`src/rtl/core/assert_macros.svh`:
```
// ----------------------------------------------------------------------------
// Assertion macros
// Shared concurrent assertion helpers for the core RTL.
// ----------------------------------------------------------------------------
`ifndef ASSERT_MACROS_SVH
`define ASSERT_MACROS_SVH

`ifndef SYNTHESIS
// Property must hold at every clock edge outside reset.
`define DCRS_ASSERT(lbl, clk, rstn, prop) \
    lbl: assert property (@(posedge clk) disable iff (!rstn) (prop)) \
        else $error("assertion failed");
// Expression must never be true outside reset.
`define DCRS_NEVER(lbl, clk, rstn, expr) \
    lbl: assert property (@(posedge clk) disable iff (!rstn) !(expr)) \
        else $error("forbidden condition seen");
`else
`define DCRS_ASSERT(lbl, clk, rstn, prop)
`define DCRS_NEVER(lbl, clk, rstn, expr)
`endif

`endif

```
`src/rtl/core/dcrs_pkg.sv`:
```
// ----------------------------------------------------------------------------
// dcrs_pkg
// Types, constants and helper functions of the DNA context run score core.
// ----------------------------------------------------------------------------
package dcrs_pkg;

    localparam int DCRS_MAX_LEN = 4096;

    localparam int CHAR_W     = 8;
    localparam int POS_W      = 13;
    localparam int SCORE_W    = 13;
    localparam int MODE_W     = 2;
    localparam int CFG_IDX_W  = 2;
    localparam int CFG_DATA_W = 13;
    localparam int GRP_W      = 2;

    localparam logic [CFG_IDX_W-1:0] CFG_WINDOW_MODE  = 2'd0;
    localparam logic [CFG_IDX_W-1:0] CFG_WINDOW_START = 2'd1;
    localparam logic [CFG_IDX_W-1:0] CFG_WINDOW_END   = 2'd2;

    localparam logic [MODE_W-1:0] MODE_DROP = 2'd1;
    localparam logic [MODE_W-1:0] MODE_KEEP = 2'd2;

    localparam logic [GRP_W-1:0] GRP_A    = 2'd0;
    localparam logic [GRP_W-1:0] GRP_C    = 2'd1;
    localparam logic [GRP_W-1:0] GRP_G    = 2'd2;
    localparam logic [GRP_W-1:0] GRP_T    = 2'd3;
    localparam logic [GRP_W-1:0] GRP_LAST = GRP_T;

    localparam logic [CHAR_W-1:0] CHAR_LA = 8'h61;
    localparam logic [CHAR_W-1:0] CHAR_LC = 8'h63;
    localparam logic [CHAR_W-1:0] CHAR_LG = 8'h67;
    localparam logic [CHAR_W-1:0] CHAR_LT = 8'h74;
    localparam logic [CHAR_W-1:0] CHAR_UA = 8'h41;
    localparam logic [CHAR_W-1:0] CHAR_UZ = 8'h5A;
    localparam logic [CHAR_W-1:0] CASE_OFFSET = 8'h20;

    localparam logic [POS_W-1:0] POS_MAX = 13'h1FFF;

    // Controller to datapath.
    typedef struct packed {
        logic load;      // input transaction accepted
        logic prime;     // fetch the last stored character (wrap predecessor)
        logic scan;      // issue the next scan read
        logic out_load;  // move the score into the output register
    } t_ctl_cmd;

    // Datapath to controller.
    typedef struct packed {
        logic len_zero;
        logic scan_last;
        logic out_free;
    } t_ctl_sts;

    // Travels alongside a read so it lines up with the registered RAM data.
    typedef struct packed {
        logic             vld;
        logic             wrap;
        logic             first;
        logic [GRP_W-1:0] grp;
    } t_rd_tag;

    function automatic logic [CHAR_W-1:0] to_lower(input logic [CHAR_W-1:0] c);
        logic [CHAR_W-1:0] res;
        res = c;
        if (c >= CHAR_UA && c <= CHAR_UZ) begin
            res = c + CASE_OFFSET;
        end
        return res;
    endfunction

    function automatic logic [CHAR_W-1:0] group_char(input logic [GRP_W-1:0] g);
        logic [CHAR_W-1:0] res;
        case (g)
            GRP_A:   res = CHAR_LA;
            GRP_C:   res = CHAR_LC;
            GRP_G:   res = CHAR_LG;
            GRP_T:   res = CHAR_LT;
            default: res = CHAR_LA;
        endcase
        return res;
    endfunction

endpackage

```
`src/rtl/core/dcrs_ctrl.sv`:
```
// ----------------------------------------------------------------------------
// dcrs_ctrl
// Sequencer: load phase, wrap fetch, four group passes, result hand-off.
// ----------------------------------------------------------------------------
module dcrs_ctrl (
    input  logic                i_clk,
    input  logic                i_rst_n,
    input  logic                i_in_valid,
    input  logic                i_in_last,
    output logic                o_in_ready,
    input  dcrs_pkg::t_ctl_sts  i_sts,
    output dcrs_pkg::t_ctl_cmd  o_cmd
);
    import dcrs_pkg::*;

    typedef enum logic [4:0] {
        S_LOAD   = 5'b00001,
        S_PRIME  = 5'b00010,
        S_SCAN   = 5'b00100,
        S_DRAIN  = 5'b01000,
        S_FINISH = 5'b10000
    } t_state;

    t_state r_state;
    t_state n_state;

    always_comb begin
        n_state    = r_state;
        o_cmd      = '0;
        o_in_ready = 1'b0;
        case (r_state)
            S_LOAD: begin
                o_in_ready = 1'b1;
                o_cmd.load = i_in_valid;
                if (i_in_valid && i_in_last) begin
                    n_state = S_PRIME;
                end
            end
            S_PRIME: begin
                // With nothing stored the score is simply zero.
                if (i_sts.len_zero) begin
                    n_state = S_FINISH;
                end else begin
                    o_cmd.prime = 1'b1;
                    n_state     = S_SCAN;
                end
            end
            S_SCAN: begin
                o_cmd.scan = 1'b1;
                if (i_sts.scan_last) begin
                    n_state = S_DRAIN;
                end
            end
            S_DRAIN: begin
                n_state = S_FINISH;
            end
            S_FINISH: begin
                if (i_sts.out_free) begin
                    o_cmd.out_load = 1'b1;
                    n_state        = S_LOAD;
                end
            end
            default: begin
                n_state = S_LOAD;
            end
        endcase
    end

    always_ff @(posedge i_clk) begin
        if (!i_rst_n) begin
            r_state <= S_LOAD;
        end else begin
            r_state <= n_state;
        end
    end
endmodule

```
`config.mk`:
```
export PLATFORM = sky130hd
export DESIGN_NAME = dcrs_ctrl
export DESIGN_NICKNAME = d
export VERILOG_FILES = /design/src/rtl/core/assert_macros.svh /design/src/rtl/core/dcrs_pkg.sv /design/src/rtl/core/dcrs_ctrl.sv
export SDC_FILE = /design/constraint.sdc
export NUM_CORES = 1
export LEC_CHECK = 0
export BUFFER_PORTS_ARGS = -buffer_cell sky130_fd_sc_hd__buf_2
export CAP_MARGIN = 20
export CORE_AREA = 2 2 39 41
export CTS_BUF_LIST = sky130_fd_sc_hd__clkbuf_2 sky130_fd_sc_hd__clkbuf_4 sky130_fd_sc_hd__clkbuf_8
export CTS_CLUSTER_SIZE = 40
export DETAILED_ROUTE_END_ITERATION = 16
export DIE_AREA = 0 0 41 43
export PLACE_DENSITY = 0.51
export SLEW_MARGIN = 20
export SYNTH_ARGS = -nofsm -noshare
export SYNTH_HDL_FRONTEND = slang
export SYNTH_SLANG_ARGS = --single-unit
```
`constraint.sdc`:
```
create_clock -name i_clk -period 2.2 [get_ports i_clk]
set_input_delay 0.11 -clock i_clk [delete_from_list [all_inputs] [get_ports i_clk]]
set_output_delay 0.11 -clock i_clk [all_outputs]
set_load 0.01 [all_outputs]
```
==> flow_metrics.py <==
metrics = {
    "run_status": {
        "run_status": "finished, final reports clean",
    },
    "clocking": {
        "postCtsSetupBuffers": 0,
        "cts-buffers-inserted": 3,
        "tritoncts": "built",
        "bufs_on_longest_clock_path": 2,
        "cts-resized-gates": 0,
        "cts_hold_buf": 0,
        "cts_max_level": 1,
        "clock_transition_at_the_registers_of_the_reported_paths_ns": 0.04,
        "worst_skew_pair.late_latency_ns": 0.23,
        "clock_sinks": 5,
        "clock_tree.root_cell": "sky130_fd_sc_hd__clkbuf_4",
    },
    "layout": {
        "final_util": 0.308,
        "largest_reg_flops": 5,
        "post_route_cells_drive_above_1_share": 0.377,
        "commonest_cells_after_routing_fill_and_taps_aside": "sky130_fd_sc_hd__buf_2 (11), sky130_fd_sc_hd__nand2_1 (5), sky130_fd_sc_hd__dfxtp_1 (5)",
        "layout_commonest_cell": "sky130_fd_sc_hd__buf_2",
        "number_of_nets_in_the_layout": 61,
        "reg_top3": "r_state (5)",
        "antenna-diode-count": 0,
        "layout.cells.non_filler": 69,
        "registers.top_by_ff_count": "r_state",
        "syn_to_final_growth_pct": 29.7,
    },
    "place": {
        "buffer_ports.inserted": 11,
        "dp.cells": 65,
        "hpwlAfterDp_um": 595,
        "gp_routability_congestion": 0.688,
    },
    "critical_path": {
        "rrSetupSlack_ns": 0.96,
        "worst-r2r-cell-count": 4,
        "crit_path_end_kind": "output pin",
        "critPathKind": "reg2out",
        "critical_path.max_fanout": 7,
        "worst_setup_path_start_kind": "register",
        "critPathArrivalTime_ns": 1.45,
        "timing.critical_path.required_ns": 2.09,
    },
    "floorplanning": {
        "dieHeight_um": 43,
        "io_pins": 12,
        "core_area_um2": 1380,
        "fp.dieArea_um2": 1760,
        "fp-row-count": 14,
        "die_w_um": 41,
        "initial_core_util": 0.238,
    },
    "detailed_routing": {
        "vias": 325,
        "remaining_drc_errors": 0,
        "drt_first_pass_iters": 2,
        "dr.first_iter.drc_count": 5,
        "ant_nets": 0,
        "routed_via_density": 4.71,
        "finalWirelength_um": 764,
        "routed_wire_length_per_instance_um": 11.1,
    },
    "hold_path": {
        "hold-path-cell-count": 3,
        "hp-class": "in2reg",
    },
    "logic_synthesis": {
        "synthDistinctLibCells": 23,
        "syn_nets": 46,
        "netlist_area_um2": 329,
        "mean_instance_size_in_the_synthesized_netlist_um2": 8.44,
        "yosysWarnings": 0,
        "synth_sequential_area_ratio": 0.304,
        "synth_seq_cells": 5,
        "synthesis.instances": 39,
    },
    "global_route": {
        "grt_pass1_wl_um": 1180,
        "gr-usage-all-layers": 0.111,
        "first_global_vias": 305,
        "antenna_found_initial": 0,
        "grt_ovf": 0,
        "grt_max_degree": 9,
    },
    "timing": {
        "setup_viol_count_final": 0,
        "fin_crit_sh": 0.711,
        "clock.fmax_ghz": 0.639,
        "transition_time_at_the_pin_with_the_least_slew_margin_ns": 0.334,
        "final_hold_viol_count": 0,
        "fin_crit_ns": 1.56,
        "slew-limit-headroom": 0.777,
        "fin_skew_ns": 0.00151,
        "fin_setup_tns_ns": 0,
        "final.hold.worst_slack_ns": 0.106,
        "grt_setup_unrepaired": "no",
        "timing_max_transition_violations_final": 0,
    },
    "pwr": {
        "static-leakage-power_nw": 0.190,
        "power_density_nw_per_um2": 588,
        "maximum_resistive_drop_on_vdd_mv": 0.188,
        "post-layout-total-power_mw": 0.251,
    },
    "flow_run": {
        "max-cap-violations": 0,
    },
}
==> Yosys cell counts <==
cell type	count	area, um^2
sky130_fd_sc_hd__and4_2	1	10.0
sky130_fd_sc_hd__dfxtp_1	5	100
sky130_fd_sc_hd__nor3_1	1	5.00
sky130_fd_sc_hd__nor3_2	1	10.0
sky130_fd_sc_hd__nor3b_1	1	7.51
sky130_fd_sc_hd__xor2_1	1	8.76
sky130_fd_sc_hd__or3_4	1	11.3
sky130_fd_sc_hd__o211ai_1	1	7.51
sky130_fd_sc_hd__and4_1	1	8.76
sky130_fd_sc_hd__nor2_1	3	11.3
sky130_fd_sc_hd__a31oi_1	1	6.26
sky130_fd_sc_hd__nor2b_1	1	6.26
sky130_fd_sc_hd__nor4b_4	1	23.8
sky130_fd_sc_hd__nand2_1	5	18.8
sky130_fd_sc_hd__a21oi_1	3	15.0
sky130_fd_sc_hd__mux2i_1	1	10.0
sky130_fd_sc_hd__o21ai_0	2	10.0
sky130_fd_sc_hd__nor3b_2	1	12.5
sky130_fd_sc_hd__o41ai_1	1	8.76
sky130_fd_sc_hd__buf_4	1	7.51
sky130_fd_sc_hd__and2_1	2	12.5
sky130_fd_sc_hd__nand4_1	1	6.26
sky130_fd_sc_hd__inv_1	3	11.3
==> cell families after synthesis <==
group | after synthesis | share of synthesized area
DFF | 5 | 0.304
and+or+nand+nor | 20 | 0.437
xor gates and xnor gates | 1 | 0.0266
buffers and inverters | 4 | 0.0570
muxes | 1 | 0.0304
AOI/OAI and AO/OA | 8 | 0.145
==> report_power, final <==
group | total (mW) | internal, mW | switching, mW
clock network | 0.114 | 0.0806 | 0.0336
logic | 0.0375 | 0.0181 | 0.0195
registers | 0.0992 | 0.0938 | 0.00540
==> cell type report <==
type | instances | area, um^2
clock buffers | 4 | 30.0
fillers | 156 | 957
inverters | 3 | 11.3
multi-input cells | 30 | 210
flip-flops and latches | 5 | 100
well taps | 16 | 20.0
repair buffers | 11 | 55.1
==> routing by layer <==
metal | wire length, um | share of wire | global-route usage | vias up
met5 | 0 | 0 | 0 | -
met4 | 21 | 0.027 | 0.140 | 0
met3 | 26 | 0.034 | 0.0471 | 2
met2 | 380 | 0.50 | 0.150 | 4
met1 | 336 | 0.44 | 0.104 | 151
li1 | - | - | - | 168
==> worst max-delay path, cell delays in order (launching register included) <==
cell                      delay (ns)
sky130_fd_sc_hd__dfxtp_1        0.40
sky130_fd_sc_hd__nor3_2         0.29
sky130_fd_sc_hd__nand2_1        0.11
sky130_fd_sc_hd__nor2_1         0.16
sky130_fd_sc_hd__and2_1         0.14
sky130_fd_sc_hd__buf_2          0.12
==> worst paths after layout <==
kind,start,end
setup / recovery,r_state[1]$_SDFFE_PN0P_,o_cmd[3]
hold / removal,i_sts[1],r_state[3]$_SDFFE_PN0P_
setup reg to reg,r_state[4]$_SDFFE_PN0P_,r_state[2]$_SDFFE_PN0P_
hold reg to reg,r_state[4]$_SDFFE_PN0P_,r_state[0]$_SDFFE_PN1P_
==> through the flow <==
stage,instance area [um^2],setup WS (ns)
global placement,397,0.902
CTS,427,0.613
global route,427,0.463
floorplan,329,0.918
detailed placement,397,0.881
finish,427,0.636
No activity file was read; power rests on OpenSTA's default activity.
