**src/rtl/core/assert_macros.svh**
```systemverilog
// ----------------------------------------------------------------------------
// Assertion macros
// Shared concurrent assertion helpers for the core RTL.
// ----------------------------------------------------------------------------
`ifndef ASSERT_MACROS_SVH
`define ASSERT_MACROS_SVH

`ifndef SYNTHESIS
// Property must hold at every clock edge outside reset.
`define DCRS_ASSERT(lbl, clk, rstn, prop) \
    lbl: assert property (@(posedge clk) disable iff (!rstn) (prop)) \
        else $error("assertion failed");
// Expression must never be true outside reset.
`define DCRS_NEVER(lbl, clk, rstn, expr) \
    lbl: assert property (@(posedge clk) disable iff (!rstn) !(expr)) \
        else $error("forbidden condition seen");
`else
`define DCRS_ASSERT(lbl, clk, rstn, prop)
`define DCRS_NEVER(lbl, clk, rstn, expr)
`endif

`endif

```
**src/rtl/core/dcrs_pkg.sv**
```systemverilog
// ----------------------------------------------------------------------------
// dcrs_pkg
// Types, constants and helper functions of the DNA context run score core.
// ----------------------------------------------------------------------------
package dcrs_pkg;

    localparam int DCRS_MAX_LEN = 4096;

    localparam int CHAR_W     = 8;
    localparam int POS_W      = 13;
    localparam int SCORE_W    = 13;
    localparam int MODE_W     = 2;
    localparam int CFG_IDX_W  = 2;
    localparam int CFG_DATA_W = 13;
    localparam int GRP_W      = 2;

    localparam logic [CFG_IDX_W-1:0] CFG_WINDOW_MODE  = 2'd0;
    localparam logic [CFG_IDX_W-1:0] CFG_WINDOW_START = 2'd1;
    localparam logic [CFG_IDX_W-1:0] CFG_WINDOW_END   = 2'd2;

    localparam logic [MODE_W-1:0] MODE_DROP = 2'd1;
    localparam logic [MODE_W-1:0] MODE_KEEP = 2'd2;

    localparam logic [GRP_W-1:0] GRP_A    = 2'd0;
    localparam logic [GRP_W-1:0] GRP_C    = 2'd1;
    localparam logic [GRP_W-1:0] GRP_G    = 2'd2;
    localparam logic [GRP_W-1:0] GRP_T    = 2'd3;
    localparam logic [GRP_W-1:0] GRP_LAST = GRP_T;

    localparam logic [CHAR_W-1:0] CHAR_LA = 8'h61;
    localparam logic [CHAR_W-1:0] CHAR_LC = 8'h63;
    localparam logic [CHAR_W-1:0] CHAR_LG = 8'h67;
    localparam logic [CHAR_W-1:0] CHAR_LT = 8'h74;
    localparam logic [CHAR_W-1:0] CHAR_UA = 8'h41;
    localparam logic [CHAR_W-1:0] CHAR_UZ = 8'h5A;
    localparam logic [CHAR_W-1:0] CASE_OFFSET = 8'h20;

    localparam logic [POS_W-1:0] POS_MAX = 13'h1FFF;

    // Controller to datapath.
    typedef struct packed {
        logic load;      // input transaction accepted
        logic prime;     // fetch the last stored character (wrap predecessor)
        logic scan;      // issue the next scan read
        logic out_load;  // move the score into the output register
    } t_ctl_cmd;

    // Datapath to controller.
    typedef struct packed {
        logic len_zero;
        logic scan_last;
        logic out_free;
    } t_ctl_sts;

    // Travels alongside a read so it lines up with the registered RAM data.
    typedef struct packed {
        logic             vld;
        logic             wrap;
        logic             first;
        logic [GRP_W-1:0] grp;
    } t_rd_tag;

    function automatic logic [CHAR_W-1:0] to_lower(input logic [CHAR_W-1:0] c);
        logic [CHAR_W-1:0] res;
        res = c;
        if (c >= CHAR_UA && c <= CHAR_UZ) begin
            res = c + CASE_OFFSET;
        end
        return res;
    endfunction

    function automatic logic [CHAR_W-1:0] group_char(input logic [GRP_W-1:0] g);
        logic [CHAR_W-1:0] res;
        case (g)
            GRP_A:   res = CHAR_LA;
            GRP_C:   res = CHAR_LC;
            GRP_G:   res = CHAR_LG;
            GRP_T:   res = CHAR_LT;
            default: res = CHAR_LA;
        endcase
        return res;
    endfunction

endpackage

```
**src/rtl/core/dcrs_dpath.sv**
```systemverilog
// ----------------------------------------------------------------------------
// dcrs_dpath
// Window filter, store addressing, run counter and output register.
// ----------------------------------------------------------------------------
`include "assert_macros.svh"

module dcrs_dpath #(
    parameter int MAX_LEN = dcrs_pkg::DCRS_MAX_LEN
) (
    input  logic                                i_clk,
    input  logic                                i_rst_n,
    input  dcrs_pkg::t_ctl_cmd                  i_cmd,
    output dcrs_pkg::t_ctl_sts                  o_sts,
    input  logic                                i_cfg_we,
    input  logic [dcrs_pkg::CFG_IDX_W-1:0]      i_cfg_idx,
    input  logic [dcrs_pkg::CFG_DATA_W-1:0]     i_cfg_wdata,
    input  logic [dcrs_pkg::CHAR_W-1:0]         i_seq_char,
    input  logic                                i_last,
    output logic                                o_ram_we,
    output logic [$clog2(MAX_LEN)-1:0]          o_ram_waddr,
    output logic [dcrs_pkg::CHAR_W-1:0]         o_ram_wdata,
    output logic [$clog2(MAX_LEN)-1:0]          o_ram_raddr,
    input  logic [dcrs_pkg::CHAR_W-1:0]         i_ram_rdata,
    input  logic                                i_out_ready,
    output logic                                o_out_valid,
    output logic [dcrs_pkg::SCORE_W-1:0]        o_score,
    output logic                                o_overflow
);
    import dcrs_pkg::*;

    localparam int AW = $clog2(MAX_LEN);
    localparam int CW = $clog2(MAX_LEN + 1);

    logic [MODE_W-1:0]  r_mode,   n_mode;
    logic [POS_W-1:0]   r_wstart, n_wstart;
    logic [POS_W-1:0]   r_wend,   n_wend;
    logic [CW-1:0]      r_kept,   n_kept;
    logic [POS_W-1:0]   r_raw,    n_raw;
    logic               r_ovf,    n_ovf;
    logic [CW-1:0]      r_tally,  n_tally;
    logic [CHAR_W-1:0]  r_prior,  n_prior;
    logic               r_started, n_started;
    logic [AW-1:0]      r_addr,   n_addr;
    logic [GRP_W-1:0]   r_grp,    n_grp;
    t_rd_tag            r_tag,    n_tag;
    logic               r_out_vld, n_out_vld;
    logic [CHAR_W-1:0]  r_wrap,   n_wrap;
    logic [CHAR_W-1:0]  r_prev,   n_prev;
    logic [SCORE_W-1:0] r_out_score, n_out_score;
    logic               r_out_ovf,   n_out_ovf;

    logic              in_window;
    logic              keep;
    logic              full;
    logic [AW-1:0]     last_addr;
    logic [CHAR_W-1:0] tail;

    assign in_window = (r_raw >= r_wstart) && (r_raw < r_wend);
    assign full      = (r_kept == CW'(MAX_LEN));
    assign last_addr = AW'(r_kept - CW'(1));

    always_comb begin
        case (r_mode)
            MODE_DROP: keep = !in_window;
            MODE_KEEP: keep = in_window;
            default:   keep = 1'b1;
        endcase
    end

    assign o_ram_we    = i_cmd.load && keep && !full;
    assign o_ram_waddr = r_kept[AW-1:0];
    assign o_ram_wdata = to_lower(i_seq_char);
    assign o_ram_raddr = i_cmd.prime ? last_addr : r_addr;

    // Position zero takes the last stored character as its predecessor.
    assign tail = r_tag.first ? r_wrap : r_prev;

    assign o_sts.len_zero  = (r_kept == '0);
    assign o_sts.scan_last = (r_grp == GRP_LAST) && (r_addr == last_addr);
    assign o_sts.out_free  = !r_out_vld || i_out_ready;

    always_comb begin
        n_mode      = r_mode;
        n_wstart    = r_wstart;
        n_wend      = r_wend;
        n_kept      = r_kept;
        n_raw       = r_raw;
        n_ovf       = r_ovf;
        n_tally     = r_tally;
        n_prior     = r_prior;
        n_started   = r_started;
        n_addr      = r_addr;
        n_grp       = r_grp;
        n_out_vld   = r_out_vld;
        n_wrap      = r_wrap;
        n_prev      = r_prev;
        n_out_score = r_out_score;
        n_out_ovf   = r_out_ovf;

        if (i_cfg_we) begin
            case (i_cfg_idx)
                CFG_WINDOW_MODE:  n_mode   = i_cfg_wdata[MODE_W-1:0];
                CFG_WINDOW_START: n_wstart = i_cfg_wdata[POS_W-1:0];
                CFG_WINDOW_END:   n_wend   = i_cfg_wdata[POS_W-1:0];
                default: ;
            endcase
        end

        if (i_cmd.load) begin
            if (keep) begin
                if (full) begin
                    n_ovf = 1'b1;
                end else begin
                    n_kept = r_kept + CW'(1);
                end
            end
            if (r_raw != POS_MAX) begin
                n_raw = r_raw + POS_W'(1);
            end
            if (i_last) begin
                n_tally   = '0;
                n_prior   = '0;
                n_started = 1'b0;
                n_addr    = '0;
                n_grp     = GRP_A;
            end
        end

        if (i_cmd.scan) begin
            if (r_addr == last_addr) begin
                n_addr = '0;
                n_grp  = r_grp + GRP_W'(1);
            end else begin
                n_addr = r_addr + AW'(1);
            end
        end

        n_tag.vld   = i_cmd.prime || i_cmd.scan;
        n_tag.wrap  = i_cmd.prime;
        n_tag.first = (r_addr == '0);
        n_tag.grp   = r_grp;

        if (r_tag.vld) begin
            if (r_tag.wrap) begin
                n_wrap = i_ram_rdata;
            end else begin
                if (i_ram_rdata == group_char(r_tag.grp)) begin
                    if (!r_started) begin
                        n_started = 1'b1;
                        n_tally   = CW'(1);
                    end else if (tail != r_prior) begin
                        n_tally = r_tally + CW'(1);
                    end
                    n_prior = tail;
                end
                n_prev = i_ram_rdata;
            end
        end

        if (i_out_ready) begin
            n_out_vld = 1'b0;
        end
        if (i_cmd.out_load) begin
            n_out_vld   = 1'b1;
            n_out_score = SCORE_W'(r_tally);
            n_out_ovf   = r_ovf;
            n_kept      = '0;
            n_raw       = '0;
            n_ovf       = 1'b0;
        end
    end

    always_ff @(posedge i_clk) begin
        if (!i_rst_n) begin
            r_mode    <= '0;
            r_wstart  <= '0;
            r_wend    <= '0;
            r_kept    <= '0;
            r_raw     <= '0;
            r_ovf     <= 1'b0;
            r_tally   <= '0;
            r_prior   <= '0;
            r_started <= 1'b0;
            r_addr    <= '0;
            r_grp     <= GRP_A;
            r_tag     <= '0;
            r_out_vld <= 1'b0;
        end else begin
            r_mode    <= n_mode;
            r_wstart  <= n_wstart;
            r_wend    <= n_wend;
            r_kept    <= n_kept;
            r_raw     <= n_raw;
            r_ovf     <= n_ovf;
            r_tally   <= n_tally;
            r_prior   <= n_prior;
            r_started <= n_started;
            r_addr    <= n_addr;
            r_grp     <= n_grp;
            r_tag     <= n_tag;
            r_out_vld <= n_out_vld;
        end
    end

    always_ff @(posedge i_clk) begin
        r_wrap      <= n_wrap;
        r_prev      <= n_prev;
        r_out_score <= n_out_score;
        r_out_ovf   <= n_out_ovf;
    end

    assign o_out_valid = r_out_vld;
    assign o_score     = r_out_score;
    assign o_overflow  = r_out_ovf;

    `DCRS_NEVER(a_load_during_scan, i_clk, i_rst_n, i_cmd.load && (i_cmd.prime || i_cmd.scan))
    `DCRS_ASSERT(a_kept_in_range, i_clk, i_rst_n, r_kept <= CW'(MAX_LEN))
    `DCRS_ASSERT(a_tally_bounded, i_clk, i_rst_n, i_cmd.out_load |-> (r_tally <= r_kept))
    `DCRS_ASSERT(a_tally_needs_start, i_clk, i_rst_n, !r_started |-> (r_tally == '0))
endmodule

```
**config.mk**
```make
export PLATFORM = sky130hd
export DESIGN_NAME = dcrs_dpath
export DESIGN_NICKNAME = d
export VERILOG_FILES = /design/src/rtl/core/dcrs_pkg.sv /design/src/rtl/core/dcrs_dpath.sv
export VERILOG_INCLUDE_DIRS = /design/src /design/src/rtl/core
export SDC_FILE = /design/constraint.sdc
export NUM_CORES = 1
export LEC_CHECK = 0
export BUFFER_PORTS_ARGS = -buffer_cell sky130_fd_sc_hd__buf_2
export CORE_ASPECT_RATIO = 0.5
export CORE_MARGIN = 1
export CORE_UTILIZATION = 46
export CTS_CLUSTER_DIAMETER = 120
export CTS_CLUSTER_SIZE = 24
export DETAILED_ROUTE_END_ITERATION = 10
export GPL_TIMING_DRIVEN = 0
export PLACE_DENSITY = 0.7
export SYNTH_ARGS = -nofsm -noshare
export SYNTH_HDL_FRONTEND = slang
export SYNTH_SLANG_ARGS = --single-unit
```
**constraint.sdc**
```tcl
create_clock -name i_clk -period 3.8 [get_ports i_clk]
set_clock_uncertainty 0.15 [all_clocks]
set_input_delay 0.38 -clock i_clk [delete_from_list [all_inputs] [get_ports i_clk]]
set_output_delay 0.38 -clock i_clk [all_outputs]
set_load 0.03 [all_outputs]
```
==> results of run 1 <==
-- report_power, final --
group	internal [uW]	switching (uW)	leakage (uW)
Sequential	1410	13.7	0.00108
Clock	1050	628	0.000284
Combinational	142	230	0.00196
-- cells by family after synthesis --
| group | synth area share |
|---|---|
| compound gates | 0.131 |
| xor+xnor | 0.0637 |
| fa+ha+maj | 0.0676 |
| buf+inv | 0.0721 |
| flops | 0.404 |
| mux | 0.0347 |
| simple gates | 0.226 |
-- flip-flops by register name, summed over array words and instances, names as in the netlist, 12 cells and up --
register / cells
o_score: 13
r_addr: 12
r_kept: 13
r_raw: 13
r_tally: 13
r_wend: 13
r_wstart: 13
-- what timing repair did --
action                                  in CTS  in global routing
setup buffers                                0                  1
endpoints found under the setup margin       2                  2
gates resized for setup                      3                  7
hold buffers                                 0                  0
endpoints found under the hold margin        0                  0
-- through the flow --
stage / power (uW) / area, um^2
6_report: 3470 / 8370
5_1_grt: 3600 / 8370
4_1_cts: 3500 / 8330
3_5_place_dp: 1820 / 7720
3_3_place_gp: 1810 / 7720
2_1_floorplan: 1700 / 7030
-- final cells by class --
cell class,count,area [um^2]
Tap cell,198,248
Clock inverter,13,164
Timing Repair Buffer,89,450
Sequential cell,127,2840
Clock buffer,19,443
Multi-Input combinational cell,553,3720
Fill cell,1280,6330
Inverter,46,173
Buffer,63,330
-- worst max path at each step --
stage	from	end	slack, ns
3_5_place_dp	r_kept[0]$_SDFFE_PP0P_	o_ram_we	0.38
6_report	r_kept[0]$_SDFFE_PP0P_	o_ram_we	0.13
4_1_cts	r_kept[0]$_SDFFE_PP0P_	o_ram_we	0.07
3_3_place_gp	r_kept[0]$_SDFFE_PP0P_	o_ram_we	0.40
5_1_grt	r_wstart[11]$_SDFFE_PN0P_	o_ram_we	0.003
2_1_floorplan	r_kept[0]$_SDFFE_PP0P_	o_sts[1]	0.62
-- layer usage --
metal	part of all wire	global-route usage
met1	0.46	0.260
met2	0.49	0.368
met3	0.048	0.0514
met4	0.0090	0.0666
met5	0	0
-- worst max-delay path: cells and delay by family, from the launching register on --
kind / cells / cell delay (ns)
DFF: 1 / 0.33
adders and majority gates: 1 / 0.21
muxes: 1 / 0.18
buffers and inverters: 5 / 0.65
and+or+nand+nor: 4 / 1.36
-- cell usage in the layout, fill, tap and decap left out, types with 19 or more instances in the layout --
master	n
a21boi_0	27
a21oi_1	35
buf_2	90
buf_4	19
clkbuf_1	37
dfxtp_1	97
edfxtp_1	30
ha_1	37
inv_1	46
mux2i_1	21
nand2_1	103
nand3_1	30
nor2_1	48
o21ai_0	21
xnor2_1	22
xor2_1	24
==> results.md, run 1 <==
- The flow ran to the end, and the final reports show no timing, DRC or antenna violations.
- At the pin with the least slew margin, the transition time is between 0.7 and 0.8 ns.
- The worst setup path category is reg -> out.
- After the first detailed-routing iteration, the DRC count stood at 289.
- After detailed placement, the design holds a cell count of 1,076.
- The worst ir drop on vdd is 0.274 mV.
- The class of the worst hold path is in -> reg.
- TritonCTS built the clock tree.
- The number of global-route vias before repair is about 5,500.
- The area growth from synthesis to layout is 19.0%.
- Across every metal layer, demand over resource in global routing totals 0.211.
- In this run the mean area of a mapped cell was between 8 and 9 um^2.
- The number of clock buffers added by TritonCTS is 17.
- Setup violations remaining at the end of the flow were counted as 0.
- At the worst endpoint, the arrival time is 3.14 ns.
- The highest cell delay on the worst timing path is 0.56 ns.
- The tree is rooted in a clkbuf_16.
- The terminus of the critical flop-to-flop path is r_kept[10]$_SDFFE_PP0P_.
- The type of destination of the critical path is an output pin.
- The residual DRC count is 0.
- The top flip-flop cell by instance count after synthesis is dfxtp_1.
- After detailed routing, the number of vias per cell comes to 5.36.
- Data on the critical path is required at its endpoint by 3.27 ns.
- The via count is 5,934.
- The largest net degree at the start of global routing is 17.
- The share of synthesized area in the top cell type comes to 0.276.
- The number of antenna violations at the first check in global routing is 0.
- The count of buffers from port buffering is 88.
- The post-route worst setup slack is approximately 0.13 ns.
- Synthesis produced a netlist with a net count of 868.
- The depth of the worst hold-timing path is 1.
- At the end of the flow the core is filled with cells to 0.569.
- The critical path launch point type is a flip-flop.
- Sorting the synthesized cells by area gives the leading types as dfxtp_1, edfxtp_1, ha_1.
- The final hold violation count is 0.
- The area inside the core boundary is 0.0147 mm^2.
- Final hold analysis gives a worst-case slack of 0.0281 ns.
- The biggest area contributor in the post-synthesis netlist is dfxtp_1.
- After detailed routing, the average wire length per cell comes to 14.6 um.
- Walking the worst path, the cells encountered are buf_6, inv_1, ha_2, or3b_4, or4_4, or2_4, nand3b_1, mux2_4, buf_4, inv_1, buf_2.
- The finished layout holds 1,108 standard cells, fillers aside.
- The H-tree depth is 4.
- The synthesized netlist occupies a cell area of 0.00703 mm^2.
- Clock-pin slew was measured on the worst setup and hold paths at 0.06 ns.
- The hold path endpoint is r_wrap[3]$_DFFE_PP_.
- The final count of pins violating max slew is 0.
- In this run the deepest clock path goes through 2 buffers.
- The initial standard-cell utilization of the core is 0.478.
- Setup repair after global routing left no endpoint under its margin.
- The final routed wirelength across all metal layers is 16,200 um.
- The sequential fraction of the synthesis area is 0.404.
- Dividing total power by cell area gives a power density of 415 mW/mm^2.
- In the final timing run, aggregate negative setup slack is 0 ns.
- The global-route wire length before repair is 26,400 um.
- The count of state elements after synthesis is 127.
- The distinct cell type count of the synthesized netlist is 70.
- The worst reg2reg path depth is 8.
- The cell count after synthesis is 790.
- The number of violations of the max-capacitance limit is 0.
- The slowest stage of the critical path belongs to the cell or4_4.
- The final antenna-violating net count is 0.
- The area of the die is 0.0158 mm^2.
- The share of flip-flops with an asynchronous set or reset is 0.
- The final net count is 975.
- The die is 177 um wide.
- The source-to-sink clock delay at the later pin of the worst-skew pair is 0.41 ns.
- In this run the worst path has a maximum fanout of 10.
- Based on the critical path, the design can be clocked at up to approximately 270 MHz.
- 91 I/O pins were placed.
- The placer congestion estimate is just under 0.9.
- In the finished design, the share of the clock period the worst path needs comes to 0.966.
- The count of inserted antenna diode cells is 0.
- In this run the static leakage power is between 0.003 and 0.004 uW.
- The library cell with the highest instance count after synthesis is nand2_1.
- The die is 89.4 um tall.
- The initialized floorplan defines 31 standard-cell rows.
- The number of enable-type register cells in the synthesized netlist is 30.
- The startpoint of the tightest hold check path is i_ram_rdata[3].
- The warning count from the yosys run is 0.
- The launch point of the worst reg-to-reg path is r_raw[3]$_SDFFE_PP0P_.
- The final global-route overflow total is 0.
- The commonest cells after synthesis are nand2_1, dfxtp_1, nor2_1.
- Headroom to the max-slew limit came out at 0.474.
- Subtracting the final worst setup slack from the clock period gives around 3.7 ns.
- The total half-perimeter wirelength after legalization and detailed placement is 11,800 um.
- The share of post-route cells with drive strength above 1 is 0.188.
- The number of detailed-routing iterations run before antenna repair is 5.
- The clock drives 127 sinks.
- The worst slack at placement is 0.376 ns.
- In this run the register-to-register setup slack is 0.57 ns.
- The cell that appears most often on the critical path is inv_1.
No activity file was read; power rests on OpenSTA's default activity.
==> run 2: changes to the inputs <==
Settings changed: CELL_PAD_IN_SITES_DETAIL_PLACEMENT from default to 1, CELL_PAD_IN_SITES_GLOBAL_PLACEMENT from default to 1, CORE_UTILIZATION 46 to 44, PLACE_DENSITY 0.7 to 0.84.
==> run 2 against run 1 <==
  * Highest routed layer unchanged
  * Largest cell class unchanged
  * Worst setup slack worse by 0.0058 ns
  * Global-route usage is 4.2 points higher
  * Design area is 0.10% lower
  * Sequential share of layout area is 0.051 points higher
  * Worst hold slack worse by 0.017 ns
==> results.md, run 2 (synthesis gave the netlist of run 1 again) <==
- The flow ran to the end, and the final reports show no timing, DRC or antenna violations.
- The worst setup path is of the reg -> out kind.
- The area inside the core boundary is 0.0155 mm^2 (+5.4%).
- The total half-perimeter wirelength after legalization and detailed placement was 14,000 um (+19%).
- The final routed wirelength across all metal layers is 20,000 um (+24%).
- The initial standard-cell utilization of the core is 0.454 (-0.0245).
- The maximum count of clock buffers along a single path was 2 (unchanged).
- The clock sink total was 127 (unchanged).
- The number of violations of the max-capacitance limit came to 0 (unchanged).
- The top fanout value on the critical path came to 10 (unchanged).
- The global-route wire length before repair is 32,600 um (+24%).
- The worst ir drop on vdd is 0.283 mV (+3.4%).
- In the layout the commonest cells are nand2_1, dfxtp_1, buf_2, nor2_1, inv_1.
- The top-level I/O count is 91 (unchanged).
- The H-tree depth is 4 (unchanged).
- The die width came to 181 um (+2.2%).
- The initial DRC count was 256 (-11%).
- The final count of pins violating max slew is 0 (unchanged).
- The worst slack at placement is 0.316 ns (-0.0599 ns).
- The placer congestion estimate is 0.827 (-6.0%).
- The root buffer cell chosen for the clock tree is clkbuf_16.
- The worst-case register-to-register setup slack was 0.57 ns (about the same).
- The headroom to the max-slew limit is 0.413 (-0.0607).
- The share of the clock period used by the worst path came to 0.968 (+0.00154).
- The overall die height is 91.4 um (+2.2%).
- The power per standard cell area is 410 mW/mm^2 (-1.3%).
- The most common cell after layout, fill and taps aside is nand2_1.
- The final antenna-violating net count came to 0 (unchanged).
- The final global-route overflow total is 0 (unchanged).
- The average vias per placed instance is 5.51 (+2.9%).
- The count of placed standard cells in the final layout, fillers left out came to 1,114 (+0.54%).
- The number of global-route vias before repair is 6,524 (+18%).
- Setup repair after global routing left no endpoint under its margin.
- The signal arrival time at the worst endpoint is 3.15 ns (about the same).
- The share of post-route cells with drive strength above 1 is 0.186 (-0.00220).
- The via count is 6,142 (+3.5%).
- The count of inserted antenna diode cells was 0 (unchanged).
- The residual DRC count was 0 (unchanged).
- The static leakage power is 0.00333 uW (about the same).
- The area of the die came to 0.0165 mm^2 (+4.5%).
- The number of setup violations in the final report is 0 (unchanged).
- The number of detailed-routing iterations run before antenna repair is 5 (unchanged).
- The final net count came to 975 (unchanged).
- The clock transition at the register clock pins on the worst setup and hold paths after CTS is 0.06 ns (about the same).
- The number of standard-cell rows in the floorplan is 32 (+3.2%).
- The highest clock frequency the design can meet is 272 MHz (-0.16%).
- The largest net degree at the start of global routing was 17 (unchanged).
- The post-route worst setup slack is 0.122 ns (-0.00584 ns).
- The number of antenna violations at the first check in global routing came to 0 (unchanged).
- The detailed-route wire length per cell came to 17.9 um (+23%).
- The post-route setup TNS was 0 ns (unchanged).
- The count of buffers from port buffering came to 88 (unchanged).
- The type of destination of the critical path is an output pin.
- TritonCTS built the clock tree.
- The final hold violation count is 0 (unchanged).
- The slew of the pin with the lowest slew margin is 0.878 ns (+0.0908 ns).
- The data required time of the critical path is 3.27 ns (about the same).
- The minimum clock period after layout is 3.68 ns (+0.00584 ns).
- The number of cells in the design after placement came to 1,082 (+0.56%).
- The critical path launch point type is a flip-flop.
- The area growth from synthesis to layout is 18.9%.
- The total global-route track usage is 0.253 (+0.0422).
- The total clock buffers created by CTS came to 17 (unchanged).
- The source-to-sink clock delay at the later pin of the worst-skew pair is 0.43 ns (+0.02 ns).
- The worst hold path belongs to the class in -> reg.
## run 2: per-stage QoR
stage	power (uW)	cell area (um^2)	util	hold slack, ns
finish	3430	8360	0.539	0.0114
global route	3540	8360	0.539	0.00617
CTS	3440	8320	0.537	0.00405
detailed placement	1830	7730	0.499	0.282
global placement	1810	7730	0.499	0.268
floorplan	1700	7030	-	0.259
## run 2: area by class of cell
| cell class | instances | area (um^2) |
|---|---|---|
| fill | 1834 | 7140 |
| buffer | 62 | 325 |
| inverter | 46 | 173 |
| timing repair buffer | 90 | 460 |
| clock buffer | 21 | 450 |
| tap | 204 | 255 |
| clock inverter | 11 | 118 |
| multi-input combinational | 553 | 3730 |
| sequential | 127 | 2840 |
## run 2: power by group
group / switching (uW) / leakage (uW) / internal (uW)
clock network: 635 / 0.000268 / 977
registers: 15.7 / 0.00108 / 1410
logic: 244 / 0.00198 / 144
total: 894 / 0.00333 / 2530
## run 2: worst paths after layout
| path | start | to | cells after the start |
|---|---|---|---|
| hold reg to reg | r_ovf$_SDFFE_PP0P_ | o_overflow$_DFFE_PP_ | 0 |
| setup reg to reg | r_kept[6]$_SDFFE_PP0P_ | r_addr[9]$_SDFFE_PN0P_ | 10 |
| hold / removal | i_ram_rdata[5] | r_prev[5]$_DFFE_PP_ | 1 |
| setup / recovery | r_kept[0]$_SDFFE_PP0P_ | o_ram_we | 11 |
## run 2: critical path: stages (launching register included)
cell and delay, ns:
dfxtp_1 0.33, buf_6 0.15, inv_2 0.09, ha_2 0.20, or3b_4 0.45, or4_4 0.56, or2_1 0.27, nand3b_1 0.10
mux2_4 0.19, buf_4 0.17, inv_1 0.04, buf_2 0.17
## run 2: metal layers
metal  track usage  vias to the layer above  wire length (um)
met1         0.286                     3050              8520
li1              -                     2943                 -
met5             0                        -                 0
met3        0.0578                       27               697
met4        0.0876                        0               265
met2         0.468                      122             10500
## run 2: what timing repair did
action | 4_1_cts | 5_1_grt
hold buffers | 1 | 0
setup buffers | 0 | 1
resized for setup | 4 | 10
setup endpoints to repair | 2 | 2
pin swaps | 1 | 0
endpoints found under the hold margin | 2 | 0
